## config.mk

```make
export PLATFORM = sky130hd
export DESIGN_NAME = button_debounce_long_press
export DESIGN_NICKNAME = d
export VERILOG_FILES = /design/src/design/bdlp_pkg.sv /design/src/design/button_debounce_long_press.sv /design/src/design/bdlp_btn.sv
export SDC_FILE = /design/constraint.sdc
export NUM_CORES = 1
export LEC_CHECK = 0
export ABC_CLOCK_PERIOD_IN_PS = 9500
export BUFFER_PORTS_ARGS = -buffer_cell sky130_fd_sc_hd__buf_4
export CAP_MARGIN = 20
export CELL_PAD_IN_SITES_DETAIL_PLACEMENT = 0
export CELL_PAD_IN_SITES_GLOBAL_PLACEMENT = 1
export CORE_MARGIN = 1
export CORE_UTILIZATION = 35
export CTS_CLUSTER_DIAMETER = 60
export DETAILED_ROUTE_END_ITERATION = 8
export PLACE_DENSITY = 0.74
export SYNTH_ARGS = -nofsm -noshare
export SYNTH_HDL_FRONTEND = slang
export SYNTH_SLANG_ARGS = --single-unit
```

## constraint.sdc

```tcl
create_clock -name i_clk -period 9.5 [get_ports i_clk]
set_input_delay 1.425 -clock i_clk [delete_from_list [all_inputs] [get_ports i_clk]]
set_output_delay 1.425 -clock i_clk [all_outputs]
set_load 0.02 [all_outputs]
```

## src/design/bdlp_pkg.sv

```systemverilog
// bdlp_pkg: shared constants and types for the button debouncer with long-press detect.
// No dependencies; used by bdlp_btn and button_debounce_long_press.
`default_nettype none

package bdlp_pkg;

    localparam int NUM_BUTTONS = 2;
    localparam int TIME_W      = 32;
    localparam int POLLS_W     = 8;
    localparam int CFG_DATA_W  = 32;
    localparam int CFG_IDX_W   = 1;

    // stream widths, rounded up to whole bytes
    localparam int IN_BITS     = NUM_BUTTONS + TIME_W;
    localparam int IN_TDATA_W  = ((IN_BITS + 7) / 8) * 8;
    localparam int OUT_BITS    = 3 * NUM_BUTTONS;
    localparam int OUT_TDATA_W = ((OUT_BITS + 7) / 8) * 8;

    // register indexes
    localparam logic [CFG_IDX_W-1:0] REG_DEBOUNCE_POLLS = 1'd0;
    localparam logic [CFG_IDX_W-1:0] REG_LONG_PRESS_MS  = 1'd1;

    // register reset values
    localparam logic [POLLS_W-1:0] DEBOUNCE_POLLS_RST = 8'd16;
    localparam logic [TIME_W-1:0]  LONG_PRESS_MS_RST  = 32'd2500;

    // per-button event pulses for one poll
    typedef struct packed {
        logic rise;
        logic fall;
        logic long_press;
    } t_btn_evt;

endpackage

`default_nettype wire

```

## src/design/button_debounce_long_press.sv

```systemverilog
// button_debounce_long_press: top level, stream ports, config registers, result register.
// Depends on bdlp_pkg and bdlp_btn.
//
//  Channel  | Direction | Handshake                   | Contents
//  s_axis   | in        | s_axis_tvalid/s_axis_tready | one poll: button levels, time in ms
//  m_axis   | out       | m_axis_tvalid/m_axis_tready | one event set per poll
//  cfg      | in        | i_cfg_we (no wait)          | debounce count, long-press time
//
// Each poll transfer produces exactly one result, registered in the cycle after acceptance.
// Throughput is one poll per clock while m_axis is not stalled: s_axis_tready is high
// whenever the result register is empty or is being drained in the same cycle.
// Synchronous active-low reset: registers go to 16 polls / 2500 ms, every button's fall
// edge is armed, counters and timestamps clear, and the result register empties.
// A stalled output holds its result; polls wait upstream until it is taken.
`default_nettype none

module button_debounce_long_press (
    input  wire logic                                 i_clk,
    input  wire logic                                 i_rst_n,
    // poll input; tdata: levels[1:0], now_ms[33:2], zero pad up to bit 39
    input  wire logic                                 s_axis_tvalid,
    output logic                                      s_axis_tready,
    input  wire logic [bdlp_pkg::IN_TDATA_W-1:0]      s_axis_tdata,
    // events; tdata: rise_events[1:0], fall_events[3:2], long_press_events[5:4], pad [7:6]
    output logic                                      m_axis_tvalid,
    input  wire logic                                 m_axis_tready,
    output logic [bdlp_pkg::OUT_TDATA_W-1:0]          m_axis_tdata,
    // configuration writes
    input  wire logic                                 i_cfg_we,
    input  wire logic [bdlp_pkg::CFG_IDX_W-1:0]       i_cfg_idx,
    input  wire logic [bdlp_pkg::CFG_DATA_W-1:0]      i_cfg_data
);

    localparam int NB = bdlp_pkg::NUM_BUTTONS;

    // configuration registers
    logic [bdlp_pkg::POLLS_W-1:0] r_debounce_polls;
    logic [bdlp_pkg::TIME_W-1:0]  r_long_press_ms;

    always_ff @(posedge i_clk) begin
        if (!i_rst_n) begin
            r_debounce_polls <= bdlp_pkg::DEBOUNCE_POLLS_RST;
            r_long_press_ms  <= bdlp_pkg::LONG_PRESS_MS_RST;
        end else if (i_cfg_we) begin
            unique case (i_cfg_idx)
                bdlp_pkg::REG_DEBOUNCE_POLLS: begin
                    r_debounce_polls <= i_cfg_data[bdlp_pkg::POLLS_W-1:0];
                end
                bdlp_pkg::REG_LONG_PRESS_MS: begin
                    r_long_press_ms <= i_cfg_data[bdlp_pkg::TIME_W-1:0];
                end
                default: begin
                end
            endcase
        end
    end

    // input field unpacking
    logic [NB-1:0]               levels;
    logic [bdlp_pkg::TIME_W-1:0] now_ms;
    assign levels = s_axis_tdata[NB-1:0];
    assign now_ms = s_axis_tdata[NB +: bdlp_pkg::TIME_W];

    // output register: accept a new poll while the old result is drained
    logic r_out_valid;
    logic poll_xfer;
    assign s_axis_tready = !r_out_valid || m_axis_tready;
    assign poll_xfer     = s_axis_tvalid && s_axis_tready;

    // per-button update, one lane each
    logic [NB-1:0] rise_evt, fall_evt, lp_evt;

    for (genvar b = 0; b < NB; b++) begin : g_btn
        bdlp_pkg::t_btn_evt evt;

        bdlp_btn u_btn (
            .i_clk            (i_clk),
            .i_rst_n          (i_rst_n),
            .i_en             (poll_xfer),
            .i_level          (levels[b]),
            .i_now_ms         (now_ms),
            .i_debounce_polls (r_debounce_polls),
            .i_long_press_ms  (r_long_press_ms),
            .o_evt            (evt)
        );

        assign rise_evt[b] = evt.rise;
        assign fall_evt[b] = evt.fall;
        assign lp_evt[b]   = evt.long_press;
    end

    logic [bdlp_pkg::OUT_BITS-1:0] r_out_data;

    always_ff @(posedge i_clk) begin
        if (!i_rst_n) begin
            r_out_valid <= 1'b0;
        end else if (poll_xfer) begin
            r_out_valid <= 1'b1;
        end else if (m_axis_tready) begin
            r_out_valid <= 1'b0;
        end
    end

    // payload needs no reset
    always_ff @(posedge i_clk) begin
        if (poll_xfer) begin
            r_out_data <= {lp_evt, fall_evt, rise_evt};
        end
    end

    assign m_axis_tvalid = r_out_valid;
    assign m_axis_tdata  = {{(bdlp_pkg::OUT_TDATA_W - bdlp_pkg::OUT_BITS){1'b0}}, r_out_data};

endmodule

`default_nettype wire

```

## src/design/bdlp_btn.sv

```systemverilog
// bdlp_btn: per-button debounce counters, edge arming and long-press timer.
// Depends on bdlp_pkg.
`default_nettype none

module bdlp_btn (
    input  wire logic                             i_clk,
    input  wire logic                             i_rst_n,
    input  wire logic                             i_en,       // poll transfer accepted
    input  wire logic                             i_level,    // 1 released, 0 pressed
    input  wire logic [bdlp_pkg::TIME_W-1:0]      i_now_ms,
    input  wire logic [bdlp_pkg::POLLS_W-1:0]     i_debounce_polls,
    input  wire logic [bdlp_pkg::TIME_W-1:0]      i_long_press_ms,
    output bdlp_pkg::t_btn_evt                    o_evt
);

    logic [bdlp_pkg::POLLS_W-1:0] r_high_cnt, n_high_cnt;
    logic [bdlp_pkg::POLLS_W-1:0] r_low_cnt,  n_low_cnt;
    logic                         r_rise_arm, n_rise_arm;
    logic                         r_fall_arm, n_fall_arm;
    logic [bdlp_pkg::TIME_W-1:0]  r_last_high, n_last_high;

    logic [bdlp_pkg::POLLS_W-1:0] high_inc;
    logic [bdlp_pkg::POLLS_W-1:0] low_inc;
    logic [bdlp_pkg::TIME_W-1:0]  elapsed;

    assign high_inc = r_high_cnt + 1'b1;
    assign low_inc  = r_low_cnt + 1'b1;
    assign elapsed  = i_now_ms - r_last_high;   // wraps mod 2^32

    always_comb begin
        n_high_cnt  = r_high_cnt;
        n_low_cnt   = r_low_cnt;
        n_rise_arm  = r_rise_arm;
        n_fall_arm  = r_fall_arm;
        n_last_high = r_last_high;
        o_evt       = '0;
        if (i_level) begin
            n_low_cnt = '0;
            if (r_rise_arm) begin
                if (high_inc == i_debounce_polls) begin
                    n_high_cnt = '0;
                    o_evt.rise = 1'b1;
                    n_rise_arm = 1'b0;
                    n_fall_arm = 1'b1;
                end else begin
                    n_high_cnt = high_inc;
                end
            end
            n_last_high = i_now_ms;
        end else begin
            n_high_cnt = '0;
            if (r_fall_arm) begin
                if (low_inc == i_debounce_polls) begin
                    n_low_cnt  = '0;
                    o_evt.fall = 1'b1;
                    n_fall_arm = 1'b0;
                    n_rise_arm = 1'b1;
                end else begin
                    n_low_cnt = low_inc;
                end
            end
            // held low too long: pulse and re-arm the timer
            if (elapsed > i_long_press_ms) begin
                o_evt.long_press = 1'b1;
                n_last_high      = i_now_ms;
            end
        end
    end

    always_ff @(posedge i_clk) begin
        if (!i_rst_n) begin
            r_high_cnt  <= '0;
            r_low_cnt   <= '0;
            r_rise_arm  <= 1'b0;
            r_fall_arm  <= 1'b1;
            r_last_high <= '0;
        end else if (i_en) begin
            r_high_cnt  <= n_high_cnt;
            r_low_cnt   <= n_low_cnt;
            r_rise_arm  <= n_rise_arm;
            r_fall_arm  <= n_fall_arm;
            r_last_high <= n_last_high;
        end
    end

endmodule

`default_nettype wire

```

==> summary.md <==
| Metric | Value |
|---|---|
| Outcome | `complete, no violations` |
| Average wire per standard cell | `15.2 microns` |
| Type of destination of the critical path | `flip-flop` |
| Top-count cell post-synth | `dfxtp_1` |
| Worst-Skew Late Latency | `0.45 ns` |
| Max IR drop VDD | `0.000144 V` |
| Post-synthesis xor/xnor area fraction | `7.45%` |
| WL met3 | `798 microns` |
| Top cell type's share of synthesized area | `24.4%` |
| Core Box Area | `0.0325 sq mm` |
| Crit Path Category | `input pin to flip-flop` |
| Die Area | `0.0338 sq mm` |
| Post-synthesis cell type count | `82` |
| Buffer levels on the longest clock path | `2` |
| Largest net degree at the start of global routing | `74` |
| Simple-gate share of the synthesized area | `19.4%` |
| Grt ovf | `0` |
| Post-synthesis adder-cell area fraction | `14.4%` |
| Final Hold Fails | `0` |
| RD Place Congestion | `0.844` |
| Clock Sink Count | `147` |
| CP top delay family | `compound AO/OA/AOI/OAI gates` |
| Fillers | `3,366` |
| Vias | `9,747` |
| Top_reg_cell synth | `dfxtp_1` |
| Diode count | `0` |
| Routed wl met2 | `13,300 microns` |
| Min-delay src | `r_long_press_ms[25]` |
| H-tree depth | `4` |
| Pins over their slew limit | `0` |
| Crit Path Max Fanout | `17` |
| DRC | `0` |
| Final setup vio count | `0` |
| Share of cells above drive strength 1 | `9.29%` |
| Tmin final | `6.80 ns` |
| Vias in the first global route | `9,119` |
| WL met1 | `14,500 microns` |
| Die outline width | `184 microns` |
| Die Y-Extent | `184 microns` |
| Yosys top cell by area | `dfxtp_1` |
| Number of flops mapped to enable cells by yosys | `6` |
| Slew of the pin with the lowest slew margin | `0.859 ns` |
| Total CTS buffers | `17` |
| Setup TNS | `0 ns` |
| CTS tree | `done` |
| Post-Syn Area | `0.0116 sq mm` |
| Asr flop ratio synth | `0%` |
| I/O pin total | `88` |
| Clock-pin slew on the worst setup and hold paths | `0.07 ns` |
| Routed Antenna Nets | `0` |
| Synth Area in Compound Gates | `20.9%` |
| Achievable Freq | `147 MHz` |
| Vias per inst | `5.09` |
| Largest family of logic cells by synthesized area | `compound AO/OA/AOI/OAI gates` |
| Worst setup SP type | `input pin` |
| CTS root buf | `clkbuf_16` |
| # port buffers | `79` |
| Crit share post-route | `71.6%` |
| Gate Count Post-Synth | `1,415` |
| R2R Path Start | `g_btn[0].u_btn.r_last_high[0]` |
| Avg Cell Area, Syn | `8.18 sq um` |
| Post-CTS Setup Inserts | `0` |
| WP data arrival | `7.15 ns` |
| Fin Clk Skew | `0.0128 ns` |
| First-pass GRT wire length | `47,100 microns` |
| Synth cell count leaders | `141 x dfxtp_1, 130 x ha_1, 129 x nand2_1` |
| Non-filler cells in the finished layout | `1,916` |
| Setup crit start | `s_axis_tdata[2]` |
| Nets | `1,671` |
| Worst Path Buf+Inv | `4` |
| TritonRoute pass-1 iters | `4` |
| Pwr dens | `171 mW/mm^2` |
| CP Cell Sequence | `buf_4 > inv_1 > ha_1 > inv_1 > fa_1 > a211oi_1 > o21ai_0 > nand4_1 > and3_1 > o31ai_1 > a221oi_1 > o21ai_0 > a21oi_1 > xnor2_1 > ha_1 > nand4_1 > nor4_1 > o21ai_1 > a31oi_4 > buf_4 > mux2i_1 > nor2b_1` |
| LEAKAGE | `5.48 nW` |
| Initial antenna violation count | `0` |
| Synth warn | `0` |
| Ranking of synthesized cells by area | `dfxtp_1 24%, ha_1 14%, mux2i_1 5.9%` |
| Site Rows | `66` |
| Post-CTS sizing | `0` |
| Detail Placement HPWL | `22,400 microns` |
| Iteration-0 DRC Markers | `409` |
| Multiplexer share of the synthesized area | `5.88%` |
| Placed insts | `1,884` |
| Total global-route track usage | `17.6%` |
| Initial Utilization | `35.6%` |
| Max incr delay on CP | `0.76 ns` |
| WL final | `29,000 microns` |
| Cts hold-fix bufs | `0` |
| Max Used Layer | `met4` |
| Max_cap viols | `0` |
| Req. time, crit path | `9.84 ns` |
| Area delta synth->final | `13.6%` |
| Flops & latches, synth | `147` |
| Worst relative slew slack | `42.7%` |
| Register area share after synthesis | `25.9%` |
| RSZ-0062 raised after global routing | `false` |
| Slowest cell on the critical path | `a31oi_4` |
| Hold crit path type | `flip-flop to flip-flop` |
==> tightest hold or removal path: stages, from the launching register on <==
cell and delay, ns:
dfxtp_1 0.31, nand2_1 0.05, a21boi_0 0.06
==> routing by layer <==
layer,track usage (%),vias to the layer above
met1,23.6,4524
met2,28.9,126
met3,3.01,22
met5,0,-
li1,-,5075
met4,5.20,0
==> report_power, final <==
part / internal (mW) / leakage [nW] / switching, mW
clock: 0.391 / 0.302 / 0.321
combinational: 0.385 / 3.96 / 0.462
sequential: 0.664 / 1.21 / 0.0270
total: 1.44 / 5.48 / 0.810
==> cell usage in the layout, fill, tap and decap left out, types with 24 or more instances in the layout <==
master | Yosys | layout
ha_1 | 130 | 130
nor2b_1 | 100 | 100
nand2_1 | 129 | 129
a21o_1 | 58 | 58
a21boi_0 | 40 | 40
a21oi_1 | 83 | 83
nor3_1 | 24 | 24
xnor2_1 | 54 | 54
o21ai_0 | 58 | 58
nand4_1 | 29 | 29
dfxtp_1 | 141 | 141
inv_1 | 118 | 118
nor2_1 | 49 | 49
nand3_1 | 39 | 39
mux2i_1 | 68 | 68
buf_4 | 2 | 84
xor2_1 | 40 | 40
==> logic make-up after synthesis <==
kind of cell,count (synthesis)
buf+inv,178
xor+xnor,96
mux,68
fa+ha+maj,132
simple gates,433
flops,147
other cells,1
compound gates,360
==> worst paths after layout <==
path | to | cells past startpoint | slack [ns]
max reg2reg | g_btn[0].u_btn.r_last_high[3] | 20 | 3.52
max | g_btn[0].u_btn.r_last_high[3] | 22 | 2.70
min reg2reg | r_long_press_ms[25] | 2 | 0.46
min | r_long_press_ms[25] | 2 | 0.46
==> flip-flops by register name, summed over array words and instances (netlist names) <==
signal and flops:
g_btn.u_btn.r_fall_arm 2, r_long_press_ms 32, g_btn.u_btn.r_last_high 64, r_out_data 6, m_axis_tvalid 1, g_btn.u_btn.r_rise_arm 2, g_btn.u_btn.r_low_cnt 16, r_debounce_polls 8
g_btn.u_btn.r_high_cnt 16
==> metrics by stage <==
stage | util [%] | total power [mW] | instance area, sq um | hold slack [ns] | setup slack, ns
after floorplan | - | 1.34 | 11600 | 0.443 | 3.89
after global placement | 38.5 | 1.54 | 12500 | 0.453 | 2.39
after detailed placement | 38.5 | 1.55 | 12500 | 0.463 | 2.22
after CTS | 40.4 | 2.27 | 13200 | 0.473 | 2.68
after global routing | 40.4 | 2.41 | 13200 | 0.493 | 2.29
final | 40.4 | 2.25 | 13200 | 0.465 | 2.70
==> layout make-up <==
type / count / area, sq um / area share [%]
Inverter: 120 / 450 / 3.42
Multi-Input combinational cell: 1091 / 7900 / 60.1
Sequential cell: 147 / 3000 / 22.8
Timing Repair Buffer: 84 / 631 / 4.79
Tap cell: 442 / 553 / 4.21
Clock buffer: 18 / 450 / 3.42
Clock inverter: 14 / 161 / 1.23
No activity file was read; power rests on OpenSTA's default activity.
